[config.mk]
export PLATFORM = sky130hd
export DESIGN_NAME = finite_difference_derivative
export DESIGN_NICKNAME = d
export VERILOG_FILES = /design/src/rtl/fdd_pkg.sv /design/src/rtl/fdd_tap.sv /design/src/rtl/fdd_scale.sv /design/src/rtl/finite_difference_derivative.sv
export SDC_FILE = /design/constraint.sdc
export NUM_CORES = 2
export LEC_CHECK = 0
export ABC_AREA = 1
export BUFFER_PORTS_ARGS = -buffer_cell sky130_fd_sc_hd__buf_4
export CORE_ASPECT_RATIO = 1.25
export CORE_MARGIN = 1
export CORE_UTILIZATION = 47
export CTS_BUF_LIST = sky130_fd_sc_hd__clkbuf_8 sky130_fd_sc_hd__clkbuf_16
export DETAILED_ROUTE_END_ITERATION = 16
export PLACE_DENSITY = 0.65
export SYNTH_ARGS = -nofsm -noshare
export SYNTH_HDL_FRONTEND = slang
export SYNTH_SLANG_ARGS = --single-unit
[constraint.sdc]
create_clock -name clock -period 15.3 [get_ports clock]
set_input_delay 0.765 -clock clock [delete_from_list [all_inputs] [get_ports clock]]
set_output_delay 0.765 -clock clock [all_outputs]
set_load 0.01 [all_outputs]
[src/rtl/fdd_pkg.sv]
// Types and constants for the finite-difference derivative block.
`default_nettype none

package fdd_pkg;

   localparam int SAMPLE_BITS  = 32;
   localparam int FIELD_BITS   = 32;
   localparam int CSR_BITS     = 32;
   localparam int SPACING_FRAC = 16;
   localparam int RESULT_BITS  = 32;

   localparam logic [CSR_BITS-1:0] CSR_RESET = 32'h0001_0000;

   localparam logic [1:0] KIND_FORWARD  = 2'd0;
   localparam logic [1:0] KIND_CENTRAL  = 2'd1;
   localparam logic [1:0] KIND_BACKWARD = 2'd2;

   typedef struct packed {
      logic signed [FIELD_BITS-1:0] sample_value;
      logic                         last_sample;
   } req_type;

   typedef struct packed {
      logic signed [RESULT_BITS-1:0] derivative;
      logic [1:0]                    stencil_kind;
      logic                          end_of_run;
      logic                          too_short;
      logic                          clipped;
   } rsp_type;

   // Sideband that rides along with a weighted difference through the scaler
   typedef struct packed {
      logic [1:0] stencil_kind;
      logic       end_of_run;
      logic       too_short;
   } tag_type;

endpackage

`default_nettype wire

[src/rtl/fdd_tap.sv]
// One cell of the sample window: holds a sample and hands it to the next cell.
`default_nettype none

module fdd_tap #(
   parameter int WIDTH = fdd_pkg::SAMPLE_BITS
) (
   input  wire logic                    clock,
   input  wire logic                    shift,
   input  wire logic signed [WIDTH-1:0] d,
   output logic signed [WIDTH-1:0]      q
);

   logic signed [WIDTH-1:0] sample_ff;

   always_ff @(posedge clock) begin
      if (shift) begin
         sample_ff <= d;
      end
   end

   assign q = sample_ff;

endmodule

`default_nettype wire

[src/rtl/fdd_scale.sv]
// Scaler: magnitude, split multiply by 1/(2dx), rounding and saturation.
`default_nettype none

module fdd_scale #(
   parameter int DIFF_BITS = fdd_pkg::SAMPLE_BITS + 3
) (
   input  wire logic                                clock,
   input  wire logic                                reset,
   input  wire logic [fdd_pkg::CSR_BITS-1:0]        csr_value,
   input  wire logic                                in_valid,
   output logic                                     in_ready,
   input  wire logic signed [DIFF_BITS-1:0]         in_diff,
   input  wire fdd_pkg::tag_type                    in_tag,
   output logic                                     out_valid,
   input  wire logic                                out_ready,
   output fdd_pkg::rsp_type                         out_data
);

   localparam int CB       = fdd_pkg::CSR_BITS;
   localparam int SF       = fdd_pkg::SPACING_FRAC;
   localparam int RB       = fdd_pkg::RESULT_BITS;
   localparam int MAG_BITS = (DIFF_BITS > CB + 1) ? DIFF_BITS : CB + 1;
   localparam int HI_BITS  = MAG_BITS - CB;
   localparam int Q_BITS   = CB + SF + 1;

   logic v1_ff, v2_ff, v3_ff, v4_ff;
   logic rdy1, rdy2, rdy3, rdy4;

   logic signed [DIFF_BITS-1:0]  diff_ff;
   fdd_pkg::tag_type             tag1_ff, tag2_ff, tag3_ff;
   logic                         neg2_ff, neg3_ff;
   logic [MAG_BITS-1:0]          mag_ff;
   logic [2*CB-1:0]              plo_ff;
   logic [HI_BITS+CB-1:0]        phi_ff;
   fdd_pkg::rsp_type             out_ff;

   logic signed [MAG_BITS-1:0]   diff_ext;
   logic [MAG_BITS-1:0]          mag_in;
   logic                         big;
   logic [Q_BITS-1:0]            q_sum;
   logic [Q_BITS-1:0]            limit;
   logic                         clip;
   logic [RB-1:0]                q_sat;
   fdd_pkg::rsp_type             out_in;

   assign rdy4     = !v4_ff || out_ready;
   assign rdy3     = !v3_ff || rdy4;
   assign rdy2     = !v2_ff || rdy3;
   assign rdy1     = !v1_ff || rdy2;
   assign in_ready = rdy1;

   always_comb begin
      diff_ext = MAG_BITS'(diff_ff);
      mag_in   = diff_ff[DIFF_BITS-1] ? MAG_BITS'(0) - diff_ext : diff_ext;
   end

   // Round half up on the magnitude, then clamp to the signed result range
   always_comb begin
      big   = |phi_ff[HI_BITS+CB-1:CB];
      q_sum = {1'b0, phi_ff[CB-1:0], {SF{1'b0}}}
            + Q_BITS'(plo_ff >> SF)
            + Q_BITS'(plo_ff[SF-1]);
      limit = neg3_ff ? (Q_BITS'(1) << (RB - 1)) : (Q_BITS'(1) << (RB - 1)) - Q_BITS'(1);
      clip  = big || (q_sum > limit);
      q_sat = clip ? limit[RB-1:0] : q_sum[RB-1:0];
      out_in.derivative   = neg3_ff ? RB'(0) - q_sat : q_sat;
      out_in.stencil_kind = tag3_ff.stencil_kind;
      out_in.end_of_run   = tag3_ff.end_of_run;
      out_in.too_short    = tag3_ff.too_short;
      out_in.clipped      = clip;
   end

   always_ff @(posedge clock) begin
      if (reset) begin
         v1_ff <= 1'b0;
         v2_ff <= 1'b0;
         v3_ff <= 1'b0;
         v4_ff <= 1'b0;
      end else begin
         if (rdy1) v1_ff <= in_valid;
         if (rdy2) v2_ff <= v1_ff;
         if (rdy3) v3_ff <= v2_ff;
         if (rdy4) v4_ff <= v3_ff;
      end
   end

   always_ff @(posedge clock) begin
      if (rdy1) begin
         diff_ff <= in_diff;
         tag1_ff <= in_tag;
      end
      if (rdy2) begin
         mag_ff  <= mag_in;
         neg2_ff <= diff_ff[DIFF_BITS-1];
         tag2_ff <= tag1_ff;
      end
      if (rdy3) begin
         plo_ff  <= mag_ff[CB-1:0] * csr_value;
         phi_ff  <= mag_ff[MAG_BITS-1:CB] * csr_value;
         neg3_ff <= neg2_ff;
         tag3_ff <= tag2_ff;
      end
      if (rdy4) begin
         out_ff <= out_in;
      end
   end

   assign out_valid = v4_ff;
   assign out_data  = out_ff;

endmodule

`default_nettype wire

[src/rtl/finite_difference_derivative.sv]
// Each released job is registered in pending_ff, then passes diff_ff, mag_ff, the partial
// products and out_ff; extra results follow in issue order: forward, central, backward.
// Throughput: one request and one result per cycle in steady state unless stalled; each
// result passes one slot of a four-stage scaler pipeline (two partial products per item).
// The third request of a run and the last of a run of four or more release one extra
// result each, a run of three releases two, and req_ready stays low while extras wait.
// Reset clears the run count, pending work and pipeline; half_inverse_spacing = 1.0.
`default_nettype none

module finite_difference_derivative #(
   parameter int SAMPLE_BITS = fdd_pkg::SAMPLE_BITS
) (
   input  wire logic                          clock,
   input  wire logic                          reset,
   input  wire logic                          req_valid,
   output logic                               req_ready,
   input  wire fdd_pkg::req_type              req_data,
   output logic                               rsp_valid,
   input  wire logic                          rsp_ready,
   output fdd_pkg::rsp_type                   rsp_data,
   input  wire logic                          csr_valid,
   output logic                               csr_ready,
   input  wire logic [fdd_pkg::CSR_BITS-1:0]  csr_data
);

   localparam int FB        = fdd_pkg::FIELD_BITS;
   localparam int DIFF_BITS = SAMPLE_BITS + 3;
   localparam int TAPS      = 3;

   typedef struct packed {
      logic fwd;
      logic cen;
      logic bwd;
      logic short_run;
   } jobs_type;

   logic [fdd_pkg::CSR_BITS-1:0] csr_ff, csr_in;
   logic [1:0]                   count_ff, count_in;
   jobs_type                     pending_ff, pending_in;
   jobs_type                     new_jobs, sel, pend_after;

   logic                          accept;
   logic [SAMPLE_BITS-1:0]        raw;
   logic signed [SAMPLE_BITS-1:0] tap_d [TAPS];
   logic signed [SAMPLE_BITS-1:0] tap_q [TAPS];
   logic signed [DIFF_BITS-1:0]   e0, e1, e2;
   logic signed [DIFF_BITS-1:0]   job_diff;
   fdd_pkg::tag_type              job_tag;
   logic                          issue, scale_ready;

   assign csr_ready = 1'b1;
   assign accept    = req_valid && req_ready;

   generate
      if (SAMPLE_BITS <= FB) begin : g_narrow
         assign raw = req_data.sample_value[SAMPLE_BITS-1:0];
      end else begin : g_wide
         assign raw = {{(SAMPLE_BITS-FB){1'b0}}, req_data.sample_value};
      end
   endgenerate

   // Window cells, newest in cell 0
   assign tap_d[0] = raw;
   genvar k;
   generate
      for (k = 0; k < TAPS; k++) begin : g_tap
         if (k > 0) begin : g_link
            assign tap_d[k] = tap_q[k-1];
         end
         fdd_tap #(.WIDTH(SAMPLE_BITS)) u_tap (
            .clock (clock),
            .shift (accept),
            .d     (tap_d[k]),
            .q     (tap_q[k])
         );
      end
   endgenerate

   assign e2 = DIFF_BITS'(tap_q[0]);
   assign e1 = DIFF_BITS'(tap_q[1]);
   assign e0 = DIFF_BITS'(tap_q[2]);

   // Jobs released by the request being accepted
   always_comb begin
      new_jobs = '0;
      if (count_ff < 2'd2) begin
         new_jobs.short_run = req_data.last_sample;
      end else begin
         new_jobs.fwd = (count_ff == 2'd2);
         new_jobs.cen = 1'b1;
         new_jobs.bwd = req_data.last_sample;
      end
   end

   always_comb begin
      sel      = '0;
      job_diff = '0;
      job_tag  = '0;
      priority if (pending_ff.fwd) begin
         sel.fwd              = 1'b1;
         job_diff             = (e1 <<< 2) - (e0 <<< 1) - e0 - e2;
         job_tag.stencil_kind = fdd_pkg::KIND_FORWARD;
      end else if (pending_ff.cen) begin
         sel.cen              = 1'b1;
         job_diff             = e2 - e0;
         job_tag.stencil_kind = fdd_pkg::KIND_CENTRAL;
      end else if (pending_ff.bwd) begin
         sel.bwd              = 1'b1;
         job_diff             = (e2 <<< 1) + e2 - (e1 <<< 2) + e0;
         job_tag.stencil_kind = fdd_pkg::KIND_BACKWARD;
         job_tag.end_of_run   = 1'b1;
      end else begin
         // short run; with nothing pending the job is not issued
         sel.short_run        = 1'b1;
         job_tag.stencil_kind = fdd_pkg::KIND_BACKWARD;
         job_tag.end_of_run   = 1'b1;
         job_tag.too_short    = 1'b1;
      end
   end

   assign issue      = (pending_ff != '0) && scale_ready;
   assign pend_after = issue ? (pending_ff & ~sel) : pending_ff;
   // Window may shift only when no job stays pending past this cycle's issue
   assign req_ready  = (pend_after == '0);

   always_comb begin
      pending_in = accept ? new_jobs : pend_after;
      count_in   = count_ff;
      if (accept) begin
         if (req_data.last_sample) begin
            count_in = 2'd0;
         end else if (count_ff < 2'd3) begin
            count_in = count_ff + 2'd1;
         end
      end
      csr_in = (csr_valid && csr_ready) ? csr_data : csr_ff;
   end

   always_ff @(posedge clock) begin
      if (reset) begin
         csr_ff     <= fdd_pkg::CSR_RESET;
         count_ff   <= 2'd0;
         pending_ff <= '0;
      end else begin
         csr_ff     <= csr_in;
         count_ff   <= count_in;
         pending_ff <= pending_in;
      end
   end

   fdd_scale #(.DIFF_BITS(DIFF_BITS)) u_scale (
      .clock     (clock),
      .reset     (reset),
      .csr_value (csr_ff),
      .in_valid  (issue),
      .in_ready  (scale_ready),
      .in_diff   (job_diff),
      .in_tag    (job_tag),
      .out_valid (rsp_valid),
      .out_ready (rsp_ready),
      .out_data  (rsp_data)
   );

endmodule

`default_nettype wire

==> run metrics <==
status=finished, final reports clean; largest area contributor in the netlist=fa_1; Worst Path Buf+Inv=5; endpoint class of the critical path=flop; vias in the first global route=~54000; DIE HEIGHT=a little over 400 um; critical path's top delay family=adder cells; Fin Clk Skew=about 0.064 ns; Worst path most repeated cell=fa_1; Worst Setup Slack, final=around 7 ns; Post-synth EDFFs=297; WS Path Type=flop to flop; share of layout cells above drive strength 1=0.04284; crit-path max cell delay=about 0.57 ns; Placer Congestion=a little under 1; first-pass GRT wire length=291.9 mm; clk buf depth=3; pin count of the biggest net entering global routing=between 70 and 80; crit path DAT=roughly 9 ns; dpl hpwl=between 100 and 150 mm; Root Buffer=clkbuf_16; Mapped Nets=9441; Synth top area share=0.3389; Placed Cells=9489; Setup violations, final=0; CTS tree=done; total setup buffers inserted after CTS=0; Avg Cell Area, Syn=7.911 um2; WL final=between 150 and 200 mm; TNS Setup=0 ns; Die Span X=between 300 and 400 um; io pins=110; crit-path cells=buf_4 -> nand2_1 -> inv_1 -> fa_1 -> fa_1 -> inv_1 -> fa_1 -> fa_1 -> inv_1 -> fa_1 -> fa_1 -> fa_1 -> fa_1 -> ha_1 -> a21oi_1 -> inv_1 -> a21oi_1 -> o21ai_0 -> a21oi_1 -> nor3_1 -> nor2_1 -> o21ai_0 -> a21oi_1 -> xor2_1; Netlist cell types=60; row cnt=between 100 and 150; FFs w/ async S/R, synth=0; worst hold start=req_data[17]; initial antenna violation count=1; DRT Pass-1 Iters=7; Congestion Overflow GR=0; post-CTS sizing=0; Rel. slew slack=0.3045; Worst Hold Path EP=g_tap[0].u_tap.q[16]; Antenna Violating Nets Remaining=0; Peak Freq=around 120 MHz; Final Max Slew Viols=0; GR Util All Layers=0.2835; max-cap violations=0; Post-Syn Area=a little over 60000 um2; non-filler instance count after layout=between 9000 and 10000; Iter 0 DRT Violations=3333; Hold Crit Class=input pin to flop; routed vias/inst=5.183; Critical R2R Launch=csr_ff[9]; Reg clk slew, reported paths=roughly 0.070 ns; top cells by area, synth=fa_1 34%, edfxtp_1 14%, inv_1 13%; Tightest Pin Transition=roughly 1.0 ns; Gate Count Post-Synth=7848; warning count from the yosys run=0; post-route minimum period=around 8.3 ns; worst skew pair latency=0.67 ns; r2r endpoint=u_scale.plo_ff[61]; CP max FO=35; Hold Path Depth=1; Remaining DRCs=0; Main synth FF type=edfxtp_1; unrepaired setup endpoints after global routing=no; CTS sink count=between 300 and 400; Final Cycle Share=0.5435; Reg2Reg Depth=24; routed via count=between 40000 and 50000; core area=130600 um2; n_diodes=0; TritonCTS Buffers=43; sequential share of the synthesized area=0.1572; reg-to-reg setup timing slack=6.98 ns; port bufs=roughly 110; CP required=around 16 ns; hold buffers post-CTS=0; drt wl/cell=roughly 19 um; Worst Setup Start Kind=flop; pre-CTS setup slack=7.211 ns; initial core utilization=0.4756; fin nets=around 9400; Die ar.=approximately 130000 um2; slowest cell on the critical path=fa_1; flops & latches, synth=around 340; H-tree depth=2; Hold Violations, Final=0; P&R area growth vs syn=6.296%
==> stage by stage <==
step                utilization  hold WS (ns)  cell area, um2
global placement         0.4946        0.4014           64560
global route             0.5055        0.2591           65990
detailed placement       0.4946        0.4105           64560
floorplan                     -        0.4003           62080
finish                   0.5055        0.2865           65990
CTS                      0.5055        0.2457           65990
==> worst max path at each step <==
stage,from,end,slack (ns),cells after the start
after global routing,csr_ff[9],u_scale.plo_ff[61],6.59,26
after global placement,u_scale.mag_ff[10],u_scale.plo_ff[61],7.25,26
after floorplan,rsp_ready,g_tap[0].u_tap.q[0],6.55,14
final,csr_ff[9],u_scale.plo_ff[61],6.98,24
after detailed placement,csr_ff[9],u_scale.plo_ff[61],7.21,24
after CTS,csr_ff[9],u_scale.plo_ff[61],7.12,24
==> area by class of cell <==
class                   count  area [um2]
multi-input cells        5140       43350
well taps                1725        2158
inverters                2094        7864
repair buffers            191        1434
fillers                 12660       64560
clock inverters            35       327.8
flip-flops and latches    339        9759
clock buffers              44        1101
==> metal layers <==
metal / track usage / routed length, um
met5: 0 / 13
met4: 0.1550 / 11260
met3: 0.03231 / 9957
met2: 0.5202 / 95710
met1: 0.3177 / 68510
==> worst reg2reg max path: stages (launching register included) <==
cell	delay (ns)
dfxtp_1	0.33
buf_4	0.44
nand2_1	0.16
inv_1	0.10
fa_1	0.44
fa_1	0.57
inv_1	0.07
fa_1	0.49
fa_1	0.51
inv_1	0.05
fa_1	0.55
fa_1	0.44
fa_1	0.43
fa_1	0.49
ha_1	0.36
a21oi_1	0.32
inv_1	0.07
a21oi_1	0.35
o21ai_0	0.16
a21oi_1	0.49
nor3_1	0.09
nor2_1	0.34
o21ai_0	0.33
a21oi_1	0.25
xor2_1	0.24
==> synthesized netlist by cell type (all sizes together), types with 2 or more instances <==
cell     instances
nand3b          11
nor3b            3
fa            1051
ha             472
nor3            37
clkbuf         255
a221oi           2
nand3          186
o21bai          14
clkinv           4
a31oi           42
and2             4
a32oi            2
or2             13
o21ai          225
o31ai            6
nor4            10
or3b             2
o211ai           8
inv           2090
a211oi           6
a21boi          14
xor2           113
nor2           457
nand4           22
a211o            2
o22ai            2
a21o            11
dfxtp           42
buf             20
nand2         1976
and3             2
a2111oi          3
a21oi          333
xnor2           65
o221ai           7
o21a            31
edfxtp         297
o311ai           3
==> cells in the final DEF (no fill, tap or decap), types with 7 or more instances in the layout <==
master / netlist / layout
a21o_1: 11 / 11
nor2_2: 25 / 25
a31oi_1: 42 / 42
nand3_2: 17 / 17
a21oi_1: 333 / 333
a21boi_0: 14 / 14
nor4_1: 10 / 10
dfxtp_1: 42 / 42
nor3_1: 37 / 37
or2_2: 12 / 12
clkinv_2: 0 / 10
o21bai_1: 14 / 14
nand4_1: 22 / 22
nand3b_1: 10 / 10
o21ai_0: 218 / 218
fa_1: 1051 / 1051
xor2_1: 113 / 113
clkinv_1: 4 / 11
nand3_1: 169 / 169
inv_1: 2089 / 2087
buf_4: 6 / 191
o221ai_1: 7 / 7
o21a_1: 31 / 31
xnor2_1: 65 / 65
nand2_1: 1969 / 1969
clkbuf_16: 0 / 44
nor2_1: 429 / 429
o211ai_1: 8 / 8
edfxtp_1: 297 / 297
ha_1: 472 / 472
==> logic make-up (layout without fill, tap and decap cells) <==
logic type,after synthesis,count (layout),share of synthesized area
buffers and inverters,2369,2364,0.1446
DFF,339,339,0.1572
xor gates and xnor gates,178,178,0.02511
other,1,1,0.00006040
AOI/OAI and AO/OA,714,714,0.06348
and+or+nand+nor,2724,2724,0.1756
adders and majority gates,1523,1523,0.4340
==> registers in the layout, summed over array words and instances, names as in the netlist, 2 cells and up <==
signal / count
u_scale.mag_ff: 35
u_scale.phi_ff: 35
u_scale.out_in: 3
csr_ff: 32
u_scale.plo_ff: 49
u_scale.out_data: 36
u_scale.tag2_ff: 3
u_scale.tag1_ff: 3
u_scale.diff_ext: 35
g_tap.u_tap.q: 96
count_ff: 2
pending_ff: 4
Power is left out: the tool's default activity adds up to more than one toggle a clock period on the data nets, which glitch-free logic cannot reach.
